**src/sv/drdf_pkg.sv**
```systemverilog
// drdf_pkg: types, constants and helpers of the detection row decode filter.
// No dependencies; used by every module of the block.
`default_nettype none

package drdf_pkg;

    localparam int MAX_CLASSES = 128;
    localparam int MAX_ROWS    = 16384;
    localparam int VAL_W       = 32;
    localparam int CLASS_W     = 7;
    localparam int ROW_W       = $clog2(MAX_ROWS);
    localparam int POS_W       = 8;
    localparam int WIDE_W      = VAL_W + 2;

    // configuration register indexes
    localparam logic [2:0] CFG_CORNER_MODE  = 3'd0;
    localparam logic [2:0] CFG_CLASS_COUNT  = 3'd1;
    localparam logic [2:0] CFG_SCORE_THRESH = 3'd2;
    localparam logic [2:0] CFG_MODEL_WIDTH  = 3'd3;
    localparam logic [2:0] CFG_MODEL_HEIGHT = 3'd4;
    localparam int         CFG_DATA_W       = 17;

    typedef struct packed {
        logic signed [VAL_W-1:0] value;
        logic                    row_last;
        logic                    frame_end;
    } t_in;

    typedef struct packed {
        logic signed [VAL_W-1:0] left;
        logic signed [VAL_W-1:0] top;
        logic signed [VAL_W-1:0] right;
        logic signed [VAL_W-1:0] bottom;
        logic signed [VAL_W-1:0] best_score;
        logic [CLASS_W-1:0]      label;
        logic [ROW_W-1:0]        row_index;
    } t_out;

    typedef struct packed {
        logic        corner_mode;
        logic [7:0]  class_count;
        logic [16:0] min_score;
        logic [12:0] model_width;
        logic [12:0] model_height;
    } t_cfg;

    // row state as it stands after the row's last element
    typedef struct packed {
        logic signed [VAL_W-1:0] b0;
        logic signed [VAL_W-1:0] b1;
        logic signed [VAL_W-1:0] b2;
        logic signed [VAL_W-1:0] b3;
        logic signed [VAL_W-1:0] score;
        logic [CLASS_W-1:0]      label;
        logic                    class_valid;
        logic [ROW_W-1:0]        row_index;
    } t_row_snap;

    function automatic logic signed [VAL_W-1:0] sat32(input logic signed [WIDE_W-1:0] v);
        logic signed [WIDE_W-1:0] hi;
        logic signed [WIDE_W-1:0] lo;
        hi = WIDE_W'(64'sh7FFF_FFFF);
        lo = -WIDE_W'(64'sh8000_0000);
        if (v > hi) begin
            return VAL_W'(hi);
        end else if (v < lo) begin
            return VAL_W'(lo);
        end else begin
            return v[VAL_W-1:0];
        end
    endfunction

endpackage

`default_nettype wire

```
**src/sv/drdf_row_accum.sv**
```systemverilog
// drdf_row_accum: per-row state (box elements, best class, positions, row count).
// Depends on drdf_pkg.
`default_nettype none

module drdf_row_accum (
    input  wire logic                i_clk,
    input  wire logic                i_rst_n,
    input  wire logic                i_step,
    input  wire drdf_pkg::t_in       i_item,
    input  wire drdf_pkg::t_cfg      i_cfg,
    output drdf_pkg::t_row_snap      o_snap
);

    logic [drdf_pkg::POS_W-1:0]        r_pos;
    logic signed [drdf_pkg::VAL_W-1:0] r_box [4];
    logic signed [drdf_pkg::VAL_W-1:0] r_score;
    logic [drdf_pkg::CLASS_W-1:0]      r_class;
    logic                              r_class_valid;
    logic [drdf_pkg::ROW_W-1:0]        r_row_cnt;

    logic signed [drdf_pkg::VAL_W-1:0] n_box [4];
    logic signed [drdf_pkg::VAL_W-1:0] n_score;
    logic [drdf_pkg::CLASS_W-1:0]      n_class;
    logic                              n_class_valid;
    logic [drdf_pkg::POS_W-1:0]        cls_idx;
    logic signed [drdf_pkg::VAL_W-1:0] v;

    assign v       = i_item.value;
    assign cls_idx = r_pos - drdf_pkg::POS_W'(4);

    always_comb begin
        for (int k = 0; k < 4; k++) begin
            n_box[k] = r_box[k];
        end
        n_score       = r_score;
        n_class       = r_class;
        n_class_valid = r_class_valid;
        if (r_pos < drdf_pkg::POS_W'(4)) begin
            n_box[r_pos[1:0]] = v;
        end else if (i_cfg.corner_mode) begin
            if (r_pos == drdf_pkg::POS_W'(4)) begin
                n_score = v;
            end else if (r_pos == drdf_pkg::POS_W'(5)) begin
                // truncation toward zero: negative id only from -1.0 down
                if (v <= -drdf_pkg::VAL_W'(65536)) begin
                    n_class_valid = 1'b0;
                    n_class       = '1;
                end else if (v >= drdf_pkg::VAL_W'(drdf_pkg::MAX_CLASSES * 65536)) begin
                    n_class_valid = 1'b1;
                    n_class       = drdf_pkg::CLASS_W'(drdf_pkg::MAX_CLASSES - 1);
                end else if (v[drdf_pkg::VAL_W-1]) begin
                    n_class_valid = 1'b1;
                    n_class       = '0;
                end else begin
                    n_class_valid = 1'b1;
                    n_class       = v[16 +: drdf_pkg::CLASS_W];
                end
            end
        end else begin
            if (cls_idx < i_cfg.class_count &&
                {1'b0, cls_idx} < 9'(drdf_pkg::MAX_CLASSES) &&
                v > r_score) begin
                n_score       = v;
                n_class       = cls_idx[drdf_pkg::CLASS_W-1:0];
                n_class_valid = 1'b1;
            end
        end
    end

    always_comb begin
        o_snap.b0          = n_box[0];
        o_snap.b1          = n_box[1];
        o_snap.b2          = n_box[2];
        o_snap.b3          = n_box[3];
        o_snap.score       = n_score;
        o_snap.label       = n_class;
        o_snap.class_valid = n_class_valid;
        o_snap.row_index   = r_row_cnt;
    end

    always_ff @(posedge i_clk) begin
        if (!i_rst_n) begin
            r_pos         <= '0;
            r_score       <= '0;
            r_class       <= '1;
            r_class_valid <= 1'b0;
            r_row_cnt     <= '0;
            for (int k = 0; k < 4; k++) begin
                r_box[k] <= '0;
            end
        end else if (i_step) begin
            if (i_item.row_last) begin
                r_pos         <= '0;
                r_score       <= '0;
                r_class       <= '1;
                r_class_valid <= 1'b0;
                for (int k = 0; k < 4; k++) begin
                    r_box[k] <= '0;
                end
                if (i_item.frame_end) begin
                    r_row_cnt <= '0;
                end else begin
                    r_row_cnt <= r_row_cnt + drdf_pkg::ROW_W'(1);
                end
            end else begin
                if (r_pos != '1) begin
                    r_pos <= r_pos + drdf_pkg::POS_W'(1);
                end
                r_score       <= n_score;
                r_class       <= n_class;
                r_class_valid <= n_class_valid;
                for (int k = 0; k < 4; k++) begin
                    r_box[k] <= n_box[k];
                end
            end
        end
    end

endmodule

`default_nettype wire

```
**src/sv/drdf_box_decode.sv**
```systemverilog
// drdf_box_decode: corner decode, clamping and score filter of a finished row.
// Depends on drdf_pkg.
`default_nettype none

module drdf_box_decode (
    input  wire drdf_pkg::t_row_snap i_snap,
    input  wire drdf_pkg::t_cfg      i_cfg,
    output drdf_pkg::t_out           o_result,
    output logic                     o_keep
);

    localparam int W = drdf_pkg::WIDE_W;

    logic signed [W-1:0] hw;
    logic signed [W-1:0] hh;
    logic signed [W-1:0] x1;
    logic signed [W-1:0] y1;
    logic signed [W-1:0] x2;
    logic signed [W-1:0] y2;
    logic signed [W-1:0] wlim;
    logic signed [W-1:0] hlim;
    logic signed [W-1:0] x1_c;
    logic signed [W-1:0] y1_c;
    logic signed [W-1:0] x2_c;
    logic signed [W-1:0] y2_c;
    logic signed [drdf_pkg::VAL_W-1:0] thr;

    assign wlim = W'({i_cfg.model_width, 16'b0});
    assign hlim = W'({i_cfg.model_height, 16'b0});

    always_comb begin
        // floor halving of the size
        hw = W'(i_snap.b2) >>> 1;
        hh = W'(i_snap.b3) >>> 1;
        if (i_cfg.corner_mode) begin
            x1 = W'(i_snap.b0);
            y1 = W'(i_snap.b1);
            x2 = W'(i_snap.b2);
            y2 = W'(i_snap.b3);
        end else begin
            x1 = W'(i_snap.b0) - hw;
            x2 = W'(i_snap.b0) + hw;
            y1 = W'(i_snap.b1) - hh;
            y2 = W'(i_snap.b1) + hh;
        end
        x1_c = (x1 < 0) ? '0 : x1;
        y1_c = (y1 < 0) ? '0 : y1;
        x2_c = (x2 > wlim) ? wlim : x2;
        y2_c = (y2 > hlim) ? hlim : y2;
    end

    assign thr = drdf_pkg::VAL_W'(i_cfg.min_score);

    always_comb begin
        o_result.left       = drdf_pkg::sat32(x1_c);
        o_result.top        = drdf_pkg::sat32(y1_c);
        o_result.right      = drdf_pkg::sat32(x2_c);
        o_result.bottom     = drdf_pkg::sat32(y2_c);
        o_result.best_score = i_snap.score;
        o_result.label      = i_snap.label;
        o_result.row_index  = i_snap.row_index;
        o_keep              = i_snap.class_valid && (i_snap.score >= thr);
    end

endmodule

`default_nettype wire

```
**src/sv/detection_row_decode_filter_core.sv**
```systemverilog
// Detection row decode filter, top level: input register, row accumulator,
// box decode and result register. Depends on drdf_pkg, drdf_row_accum, drdf_box_decode.
// A row's result is registered in the result register when its last element leaves the input register.
// Throughput: one element per cycle; an element leaves the input register each cycle
// the result register is empty or being taken.
// Reset (i_rst_n low, synchronous): pipeline empty, row state cleared, configuration registers default.
`default_nettype none

module detection_row_decode_filter_core (
    input  wire logic               i_clk,
    input  wire logic               i_rst_n,
    input  wire logic               i_in_valid,
    output logic                    o_in_ready,
    input  wire drdf_pkg::t_in      i_in_data,
    output logic                    o_out_valid,
    input  wire logic               i_out_ready,
    output drdf_pkg::t_out          o_out_data,
    input  wire logic               i_cfg_we,
    input  wire logic [2:0]         i_cfg_idx,
    input  wire logic [drdf_pkg::CFG_DATA_W-1:0] i_cfg_data
);

    drdf_pkg::t_cfg      r_cfg;
    logic                r_in_valid;
    drdf_pkg::t_in       r_in;
    logic                r_out_valid;
    drdf_pkg::t_out      r_out;

    logic                out_free;
    logic                step;
    logic                in_take;
    logic                keep;
    drdf_pkg::t_row_snap snap;
    drdf_pkg::t_out      result;

    assign out_free   = !r_out_valid || i_out_ready;
    assign step       = r_in_valid && out_free;
    assign o_in_ready = !r_in_valid || out_free;
    assign in_take    = i_in_valid && o_in_ready;

    always_ff @(posedge i_clk) begin
        if (!i_rst_n) begin
            r_cfg.corner_mode  <= 1'b0;
            r_cfg.class_count  <= 8'd80;
            r_cfg.min_score    <= 17'd16384;
            r_cfg.model_width  <= 13'd640;
            r_cfg.model_height <= 13'd640;
        end else if (i_cfg_we) begin
            case (i_cfg_idx)
                drdf_pkg::CFG_CORNER_MODE:  r_cfg.corner_mode  <= i_cfg_data[0];
                drdf_pkg::CFG_CLASS_COUNT:  r_cfg.class_count  <= i_cfg_data[7:0];
                drdf_pkg::CFG_SCORE_THRESH: r_cfg.min_score    <= i_cfg_data;
                drdf_pkg::CFG_MODEL_WIDTH:  r_cfg.model_width  <= i_cfg_data[12:0];
                drdf_pkg::CFG_MODEL_HEIGHT: r_cfg.model_height <= i_cfg_data[12:0];
                default: ;
            endcase
        end
    end

    always_ff @(posedge i_clk) begin
        if (!i_rst_n) begin
            r_in_valid <= 1'b0;
        end else if (in_take) begin
            r_in_valid <= 1'b1;
        end else if (step) begin
            r_in_valid <= 1'b0;
        end
    end

    always_ff @(posedge i_clk) begin
        if (in_take) begin
            r_in <= i_in_data;
        end
    end

    drdf_row_accum u_accum (
        .i_clk   (i_clk),
        .i_rst_n (i_rst_n),
        .i_step  (step),
        .i_item  (r_in),
        .i_cfg   (r_cfg),
        .o_snap  (snap)
    );

    drdf_box_decode u_decode (
        .i_snap   (snap),
        .i_cfg    (r_cfg),
        .o_result (result),
        .o_keep   (keep)
    );

    always_ff @(posedge i_clk) begin
        if (!i_rst_n) begin
            r_out_valid <= 1'b0;
        end else if (step) begin
            r_out_valid <= r_in.row_last && keep;
        end else if (i_out_ready) begin
            r_out_valid <= 1'b0;
        end
    end

    always_ff @(posedge i_clk) begin
        if (step) begin
            r_out <= result;
        end
    end

    assign o_out_valid = r_out_valid;
    assign o_out_data  = r_out;

endmodule

`default_nettype wire

```
**config.mk**
```make
export PLATFORM = sky130hd
export DESIGN_NAME = detection_row_decode_filter_core
export DESIGN_NICKNAME = d
export VERILOG_FILES = /design/src/sv/drdf_pkg.sv /design/src/sv/drdf_row_accum.sv /design/src/sv/drdf_box_decode.sv /design/src/sv/detection_row_decode_filter_core.sv
export SDC_FILE = /design/constraint.sdc
export NUM_CORES = 1
export LEC_CHECK = 0
export ABC_AREA = 1
export ABC_CLOCK_PERIOD_IN_PS = 8880
export BUFFER_PORTS_ARGS = -buffer_cell sky130_fd_sc_hd__buf_2
export CAP_MARGIN = 10
export CORE_UTILIZATION = 60
export DETAILED_ROUTE_END_ITERATION = 6
export GPL_TIMING_DRIVEN = 0
export PLACE_DENSITY_LB_ADDON = 0.05
export SLEW_MARGIN = 20
export SYNTH_ARGS = -nofsm -noshare
export SYNTH_HDL_FRONTEND = slang
export SYNTH_SLANG_ARGS = --single-unit
```
**constraint.sdc**
```tcl
create_clock -name i_clk -period 8.88 [get_ports i_clk]
set_input_delay 1.776 -clock i_clk [delete_from_list [all_inputs] [get_ports i_clk]]
set_output_delay 1.776 -clock i_clk [all_outputs]
set_load 0.005 [all_outputs]
```
# Yosys cells after proc, flatten, opt, wreduce, memory -nomap -nowiden
# Memory sizes are Yosys's and may differ from the RTL's.
# Cells that the tools add are included.
# op_classes
n_addsub,7
magnitude_cmp,21
eq_ne,7
muxes,61
bitwise_logic,9
n_reduce_logical,22
# ops
op,n
two-way mux 32 bit,18
two-way mux 34 bit,8
> comparator 34 x 32 -> 1 bit (second input constant),4
< comparator 34 x 32 -> 1 bit (second input constant),4
bitwise mux 128 bit,1
two-way mux 128 bit,1
> comparator 34 x 30 -> 1 bit,2
< comparator 34 x 1 -> 1 bit (second input constant),2
adder 32 x 31 -> 33 bit,2
subtractor 32 x 31 -> 33 bit,2
demux 32 bit (select 2 bit),1
two-way mux 7 bit,9
greater-or-equal comparator 32 x 18 -> 1 bit,1
greater-or-equal comparator 32 x 25 -> 1 bit (second input constant),1
> comparator 32 bit,1
<= comparator 32 x 17 -> 1 bit (second input constant),1
two-way mux 1 bit,20
equality test 8 x 3 -> 1 bit (second input constant),2
two-way mux 8 bit,2
adder 14 x 1 -> 14 bit (second input constant),1
two-way mux 14 bit,1
AND reduction 2 bit,7
adder 8 x 1 -> 8 bit (second input constant),1
< comparator 8 x 3 -> 1 bit (second input constant),1
16 further kinds,34
# word_totals
ff_bits,331
mem_bits_rw,128
inputBits,59
output_inout_bits,183
wordCells,150
mem_count,1
# memory_table
memory,depth,width,rd,rd_clocked_by_memory_dff,wr,line_no,text
u_accum.r_box,4,32,4,0,4,drdf_row_accum.sv:15,logic signed [drdf_pkg::VAL_W-1:0] r_box [4];

# Logic depth before layout (Yosys ltp)
# Gate-level depths: netlist of run 1.
# depth
depth_word,13
mapped_depth,43
depth_no_buf,38

# By module
# A second synthesis of run 1 with hierarchy kept.
# hier_totals
cells_unflattened,4691
hier_area_um2,33216.9
# modules_own_cells
module,n_inst,cells_per_inst,area_each_um2,seq_area_each_um2
drdf_box_decode,1,2453,12719.7,0.0
drdf_row_accum,1,1701,11812.6,4764.6
detection_row_decode_filter_core,1,537,8684.6,7537.2

# Worst setup path before layout of run 1
# OpenSTA, ideal clock, no wires.
# synth_timing
path_kind,input port to flip-flop
startpoint,in i_out_ready
endpoint,reg u_accum.r_pos[7] (netlist name)
setup_time_ns,0.058
t_arrival_ns,6.791
required_ns,8.822
path_slack_ns,2.031
cell_stages,11
n_path_buf,0
path_cell_list,inv_1 -> nand2_1 -> nand2_1 -> inv_1 -> nand2_1 -> inv_1 -> nand4_1 -> nor4_1 -> nand2_1 -> a21oi_1 -> o21a_1
# synth_between
elab_chain_cells,3
# synth_lines
item,line_no,text
start: declaration,detection_row_decode_filter_core.sv:16,"input wire logic i_out_ready,"
logical OR 1 bit,detection_row_decode_filter_core.sv:36,assign out_free = !r_out_valid || i_out_ready;
logical AND 1 bit,detection_row_decode_filter_core.sv:37,assign step = r_in_valid && out_free;
named net step,detection_row_decode_filter_core.sv:30,logic step;
AND reduction 2 bit (no line),--,
end signal: assignment,drdf_row_accum.sv:107,r_pos <= r_pos + drdf_pkg::POS_W'(1);
end: declaration,drdf_row_accum.sv:14,logic [drdf_pkg::POS_W-1:0] r_pos;
# The timed path passes the listed nets, and every way through them passes these cells.
# A chain may end at the register's enable or synchronous reset.

==> results of run 1 <==
-- area by class of cell --
class / instances / area, µm²
plain buffers: 186 / 793
flip-flops and latches: 459 / 12300
diodes: 2 / 5.00
inverters: 528 / 1990
repair buffers: 243 / 1260
fillers: 4403 / 15800
well taps: 672 / 841
clock inverters: 25 / 248
multi-input cells: 2987 / 15700
clock buffers: 66 / 1340
-- path summary, 6_finish.rpt --
check,end
max,o_out_data[67]$_SDFFCE_PN1P_
min,o_out_data[12]$_DFFE_PP_
max reg2reg,o_out_data[67]$_SDFFCE_PN1P_
min reg2reg,o_out_data[12]$_DFFE_PP_
-- cells by family (layout without fill, tap and decap cells) --
group | count (synthesis) | in the layout
AO/OA/AOI/OAI | 966 | 966
XOR/XNOR | 76 | 76
adder cells (fa/ha/maj) | 224 | 224
buffers and inverters | 714 | 1048
flip-flops | 459 | 459
multiplexers | 2 | 2
other | 1 | 4
AND/OR/NAND/NOR | 1717 | 1717
-- flip-flops by register name, indices dropped and copies added (netlist names) --
signal / flops
r_cfg: 52
r_in: 34
u_accum.r_class: 7
u_accum.r_pos: 8
u_accum.r_score: 32
r_in_valid: 1
u_accum.r_row_cnt: 14
o_out_data: 181
u_accum.r_box: 128
o_out_valid: 1
u_accum.r_class_valid: 1
-- power groups by stage --
stage          Combinational (mW)  Clock, mW  Sequential [mW]
2_1_floorplan               0.974          0             2.56
3_3_place_gp                 1.50          0             2.55
3_5_place_dp                 1.51          0             2.55
4_1_cts                      1.52       2.05             2.50
5_1_grt                      1.72       2.13             2.51
6_report                     1.58       2.05             2.50
-- cells in the final DEF (no fill, tap or decap), drive strengths merged, types with 5 or more instances in the layout --
master	n
ha	220
nor2	459
o211ai	52
nor3	36
a21oi	426
o21ai	389
o21a	20
clkinv	17
a22oi	7
a21o	7
o2111ai	5
o21bai	9
o31ai	5
edfxtp	311
nand3	180
nand2	968
a21boi	8
o22ai	13
inv	529
or2	7
xor2	76
clkbuf	203
nor4	20
buf	292
a31oi	8
dfxtp	148
clkinvlp	5
nand4	40
-- metrics by stage --
step	std cells	hold slack, ns	cell area (µm²)	setup slack (ns)
final	5168	0.453	34500	0.735
after global routing	5167	0.461	34500	0.449
after CTS	5166	0.440	34500	1.08
after detailed placement	5075	0.425	32900	1.15
after global placement	5073	0.414	32900	0.0612
after floorplan	4160	0.408	30800	2.03
-- synth_stat cells, types with 4 or more instances --
cell / count
nand2_1: 962
inv_1: 517
nor2_1: 457
a21oi_1: 426
o21ai_0: 351
edfxtp_1: 311
ha_1: 220
nand3_1: 179
dfxtp_1: 148
clkbuf_1: 137
xor2_1: 76
o211ai_1: 52
nand4_1: 38
nor3_1: 36
o21ai_1: 32
nor4_1: 20
o21a_1: 20
buf_2: 18
buf_1: 16
o22ai_1: 13
buf_4: 11
o21bai_1: 9
a21boi_0: 8
a31oi_1: 8
inv_2: 8
a21o_1: 7
a22oi_1: 7
or2_2: 7
o21ai_2: 6
nand2_2: 5
o2111ai_1: 5
o31ai_1: 5
a211oi_1: 4
buf_6: 4
fa_1: 4
o221ai_1: 4
-- routing by layer --
| metal | wire length (µm) | global-route usage [%] | up-vias |
|---|---|---|---|
| met2 | 45300 | 60.0 | 1852 |
| met3 | 13200 | 9.31 | 343 |
| met4 | 6230 | 21.5 | 0 |
| met1 | 43500 | 54.8 | 13950 |
| met5 | 0 | 0 | - |
| li1 | - | - | 14423 |
==> out/metrics.cfg, run 1 <==
[outcome]
status=completed

[yosys]
syn_avg_cell_area_um2=7.41
synth_area_leaders=edfxtp_1 30%, nand2_1 12%, dfxtp_1 9.6%, ha_1 8.9%, a21oi_1 6.9%
synth_compound_area_share_pct=17.0
synth_fa_ha_area_share_pct=9.19
synth_edf_count=311
synth_mux_area_share_pct=0.0650
synth-simple-area-share_pct=22.6
async_flop_share_pct=0
synth_seq_area_share_pct=39.9
post_synth_num_cell_types=52
synth_area_um2=30800
synth_top_family_by_area=simple AND/OR/NAND/NOR gates
synth_seq_cells=459
synth-xor-area-share_pct=2.16
yosys_warnings=0
ys.flop_type=edfxtp_1
synthCells=4159
yosysTopAreaCellShare_pct=30.3
yosysTopAreaCell=edfxtp_1

[clock_network]
cts.sinks=459
tritoncts=built
cts_root_buf=clkbuf_16
worstSkewPairLatency_ns=0.64
clockBufferDepth=3
cts_resized=0
cts_setup_buffers=0
htreeDepth=2
clkTransAtPathRegs_ns=0.06
postCtsHoldBufs=0
cts_made_buffers=49

[min_path]
whs_path_depth=0
hold_start=u_accum.r_row_cnt[12]$_SDFFE_PN0P_
hp-class=reg2reg

[critical_path]
critPathTopFamily=compound AO/OA/AOI/OAI gates
crit_fanout=10
worst-setup-path-type=reg2reg
end_kind=flop
reg2reg_slack_ns=0.73
worst_r2r_path_depth=33
cp_slowest_cell=o21ai_0
critPathRequiredTime_ns=9.25
regToRegStartpoint=u_accum.r_pos[2]$_SDFFE_PN0P_
crit_buf_inv=9
critPathLaunchType=flop
worst-path-stages=33
cp.arrival_ns=8.52
cp-startpoint=u_accum.r_pos[2]$_SDFFE_PN0P_
max_stage_delay_ns=0.78

[final_layout]
post-route-util_pct=68.5
synthToLayoutAreaGrowth_pct=12.1
nNetsFinal=4737
drive_above_1_share_pct=8.68

[drt]
routed_wl_mm=108
wl_per_cell_um=20.9
post_drt_via_cell_ratio=5.91
first_iter_violations=3996
drc=0
first_pass_iters=6
vias=30568
antenna_left=0

[global_routing]
antenna_found_initial=2
grt_usage_pct=40.4
grt_pass1_vias=27693
gr-total-overflow=0
grt_pass1_wl_mm=161
grt_max_degree=109

[floorplan]
io_pins=242
die_w_um=229
initial_core_util_pct=61.2
num_rows=82
die_y_um=229
die-area_um2=52300
core_um2=50400

[sta]
finalClockSkew_ns=0.0377
fmax_mhz=123
timing.final.hold_violations=0
tightest_slew_ns=1.23
max_slew_margin_pct=17.7
period_needed_ns=8.15
slew_violations=0
fin_crit_sh_pct=91.7
setup_tns_ns=0
rsz0062_at_grt=false
finalSetupViolations=0

[power]
combPwrFrac_pct=25.8
p_per_area_nw_per_um2=178
internal_power_mw=4.07
power_mw=6.14
leakagePower_nw=15.8
p_sw_mw=2.07
clkPwrFrac_pct=33.4
peakVddDrop_mv=0.219
switching_share_pct=33.7
pwr-share-seq_pct=40.8

[place]
io_buffer_count=241
gp_congestion=1.07
dp_hpwl_mm=84.7

[job]
cap_violations=0

Note: power is estimated with default switching activity, not from simulation.
==> run 2: changes to the inputs <==
--- a/config.mk
+++ b/config.mk
@@ -11,7 +11,6 @@
 export CAP_MARGIN = 10
 export CORE_UTILIZATION = 60
 export DETAILED_ROUTE_END_ITERATION = 6
-export GPL_TIMING_DRIVEN = 0
 export PLACE_DENSITY_LB_ADDON = 0.05
 export SLEW_MARGIN = 20
 export SYNTH_ARGS = -nofsm -noshare
==> run 2 against run 1 <==
Power up 0.28%. Via count shrank 4.2%. Clock-buffer cell count fell by 2. Combinational power is 4% lower. Final cell count down 3.1%. Sequential share of layout area up 0.53 points. First-iteration DRC count is 6.7% lower. Clock skew fell by 0.0050 ns. Worst setup slack better by 0.14 ns. Largest cell class unchanged.
==> out/metrics.cfg, run 2 (same netlist as run 1, synthesis figures left out) <==
[sta]
layout_setup_ws_ns=0.871
rsz0062_at_grt=false
tightest_slew_ns=1.13
finalClockSkew_ns=0.0327
period_needed_ns=8.01
setup_tns_ns=0
max_slew_margin_pct=24.4
fmax_mhz=125
timing.final.hold_violations=0
whs_ns=0.440
slew_violations=0
finalSetupViolations=0
fin_crit_sh_pct=90.2

[final_layout]
nNetsFinal=4581
final_cell_mix=959 x nand2_1, 516 x inv_1, 455 x nor2_1
final_common_cell=nand2_1
post-route-util_pct=67.6
largest_reg_flops=181
antenna_cells=0
synthToLayoutAreaGrowth_pct=10.4
drive_above_1_share_pct=9.11
final_area_um2=34000

[power]
internal_power_mw=4.15
leakagePower_nw=15.7
switching_share_pct=32.6
pwr-share-seq_pct=40.7
clkPwrFrac_pct=34.7
peakVddDrop_mv=0.180
combPwrFrac_pct=24.5
p_per_area_nw_per_um2=181
p_sw_mw=2.00

[global_routing]
grt_max_degree=98
grt_pass1_wl_mm=149
grt_usage_pct=36.7
gr-total-overflow=0
grt_pass1_vias=26183
antenna_found_initial=2

[clock_network]
tritoncts=built
clockBufferDepth=3
worstSkewPairLatency_ns=0.62
cts_made_buffers=48
cts_root_buf=clkbuf_16
cts_setup_buffers=0
clkTransAtPathRegs_ns=0.07
cts.sinks=459
htreeDepth=2
postCtsHoldBufs=0
cts_resized=0

[floorplan]
die_y_um=229
initial_core_util_pct=61.2
die-area_um2=52300
die_w_um=229
num_rows=82
core_um2=50400
io_pins=242

[outcome]
status=completed

[drt]
routed_wl_mm=98.4
drc=0
first_iter_violations=3729
wl_per_cell_um=19.6
post_drt_via_cell_ratio=5.84
vias=29274
first_pass_iters=6
antenna_left=0

[critical_path]
crit_fanout=56
max_stage_delay_ns=0.73
cp.arrival_ns=8.46
worst-setup-path-type=reg2reg
critPathLaunchType=flop
critPathRequiredTime_ns=9.33
path_common_cell=nand2_1
cp_slowest_cell=nand2_1
end_kind=flop

[place]
dp_hpwl_mm=74.4
io_buffer_count=241
post-place-ws_ns=0.976
dpl_cell_area_um2=32400
gp_congestion=1.02

[min_path]
hp-class=reg2reg

[job]
cap_violations=0

-- run 2: cell types whose count changed in the layout (fill, tap and decap cells not counted), sizes merged --
cell,change
bufinv,+4
buf,-18
clkbuf,-139
clkinv,+1
inv,-4
clkinvlp,-1
diode,-2
-- run 2: layout make-up --
| class | instances | area [µm²] |
|---|---|---|
| timing repair buffer | 274 | 1450 |
| multi-input combinational | 2987 | 15800 |
| fill | 4369 | 16300 |
| sequential | 459 | 12300 |
| inverter | 528 | 1990 |
| clock buffer | 64 | 1330 |
| clock inverter | 25 | 328 |
| tap | 672 | 841 |
-- run 2: per-stage QoR --
step / cells / total power, mW
global placement: 4920 / 4.00
CTS: 5009 / 6.12
global route: 5009 / 6.41
finish: 5009 / 6.15
detailed placement: 4920 / 4.01
floorplan: 4160 / 3.53
-- run 2: metal layers --
| metal | up-vias | global-route usage [%] | routed length [µm] |
|---|---|---|---|
| li1 | 14080 | - | - |
| met1 | 13437 | 52.7 | 42400 |
| met2 | 1533 | 54.7 | 41800 |
| met3 | 224 | 6.79 | 10300 |
| met4 | 0 | 14.2 | 3860 |
| met5 | - | 0 | 0 |
-- run 2: power by group through the flow --
stage	Combinational (mW)	Clock [mW]	Sequential, mW
final	1.51	2.14	2.51
after global routing	1.66	2.23	2.51
after CTS	1.47	2.15	2.51
after detailed placement	1.46	0	2.55
after global placement	1.46	0	2.55
after floorplan	0.974	0	2.56
-- run 2: worst max-delay path: cells and delay by family, from the launching register on --
family	cells	cell delay, ns
AO/OA/AOI/OAI	8	1.93
XOR/XNOR	1	0.15
adder cells (fa/ha/maj)	3	0.80
buffers and inverters	4	0.99
flip-flops	1	0.36
AND/OR/NAND/NOR	17	3.59
-- run 2: worst paths after layout --
| path | cells after the start | slack [ns] | endpoint | start |
|---|---|---|---|---|
| hold reg to reg | 0 | 0.44 | o_out_data[12]$_DFFE_PP_ | u_accum.r_row_cnt[12]$_SDFFE_PN0P_ |
| hold / removal | 0 | 0.44 | o_out_data[12]$_DFFE_PP_ | u_accum.r_row_cnt[12]$_SDFFE_PN0P_ |
| setup reg to reg | 33 | 0.87 | o_out_data[111]$_SDFFCE_PN1P_ | u_accum.r_pos[2]$_SDFFE_PN0P_ |
| setup / recovery | 33 | 0.87 | o_out_data[111]$_SDFFCE_PN1P_ | u_accum.r_pos[2]$_SDFFE_PN0P_ |
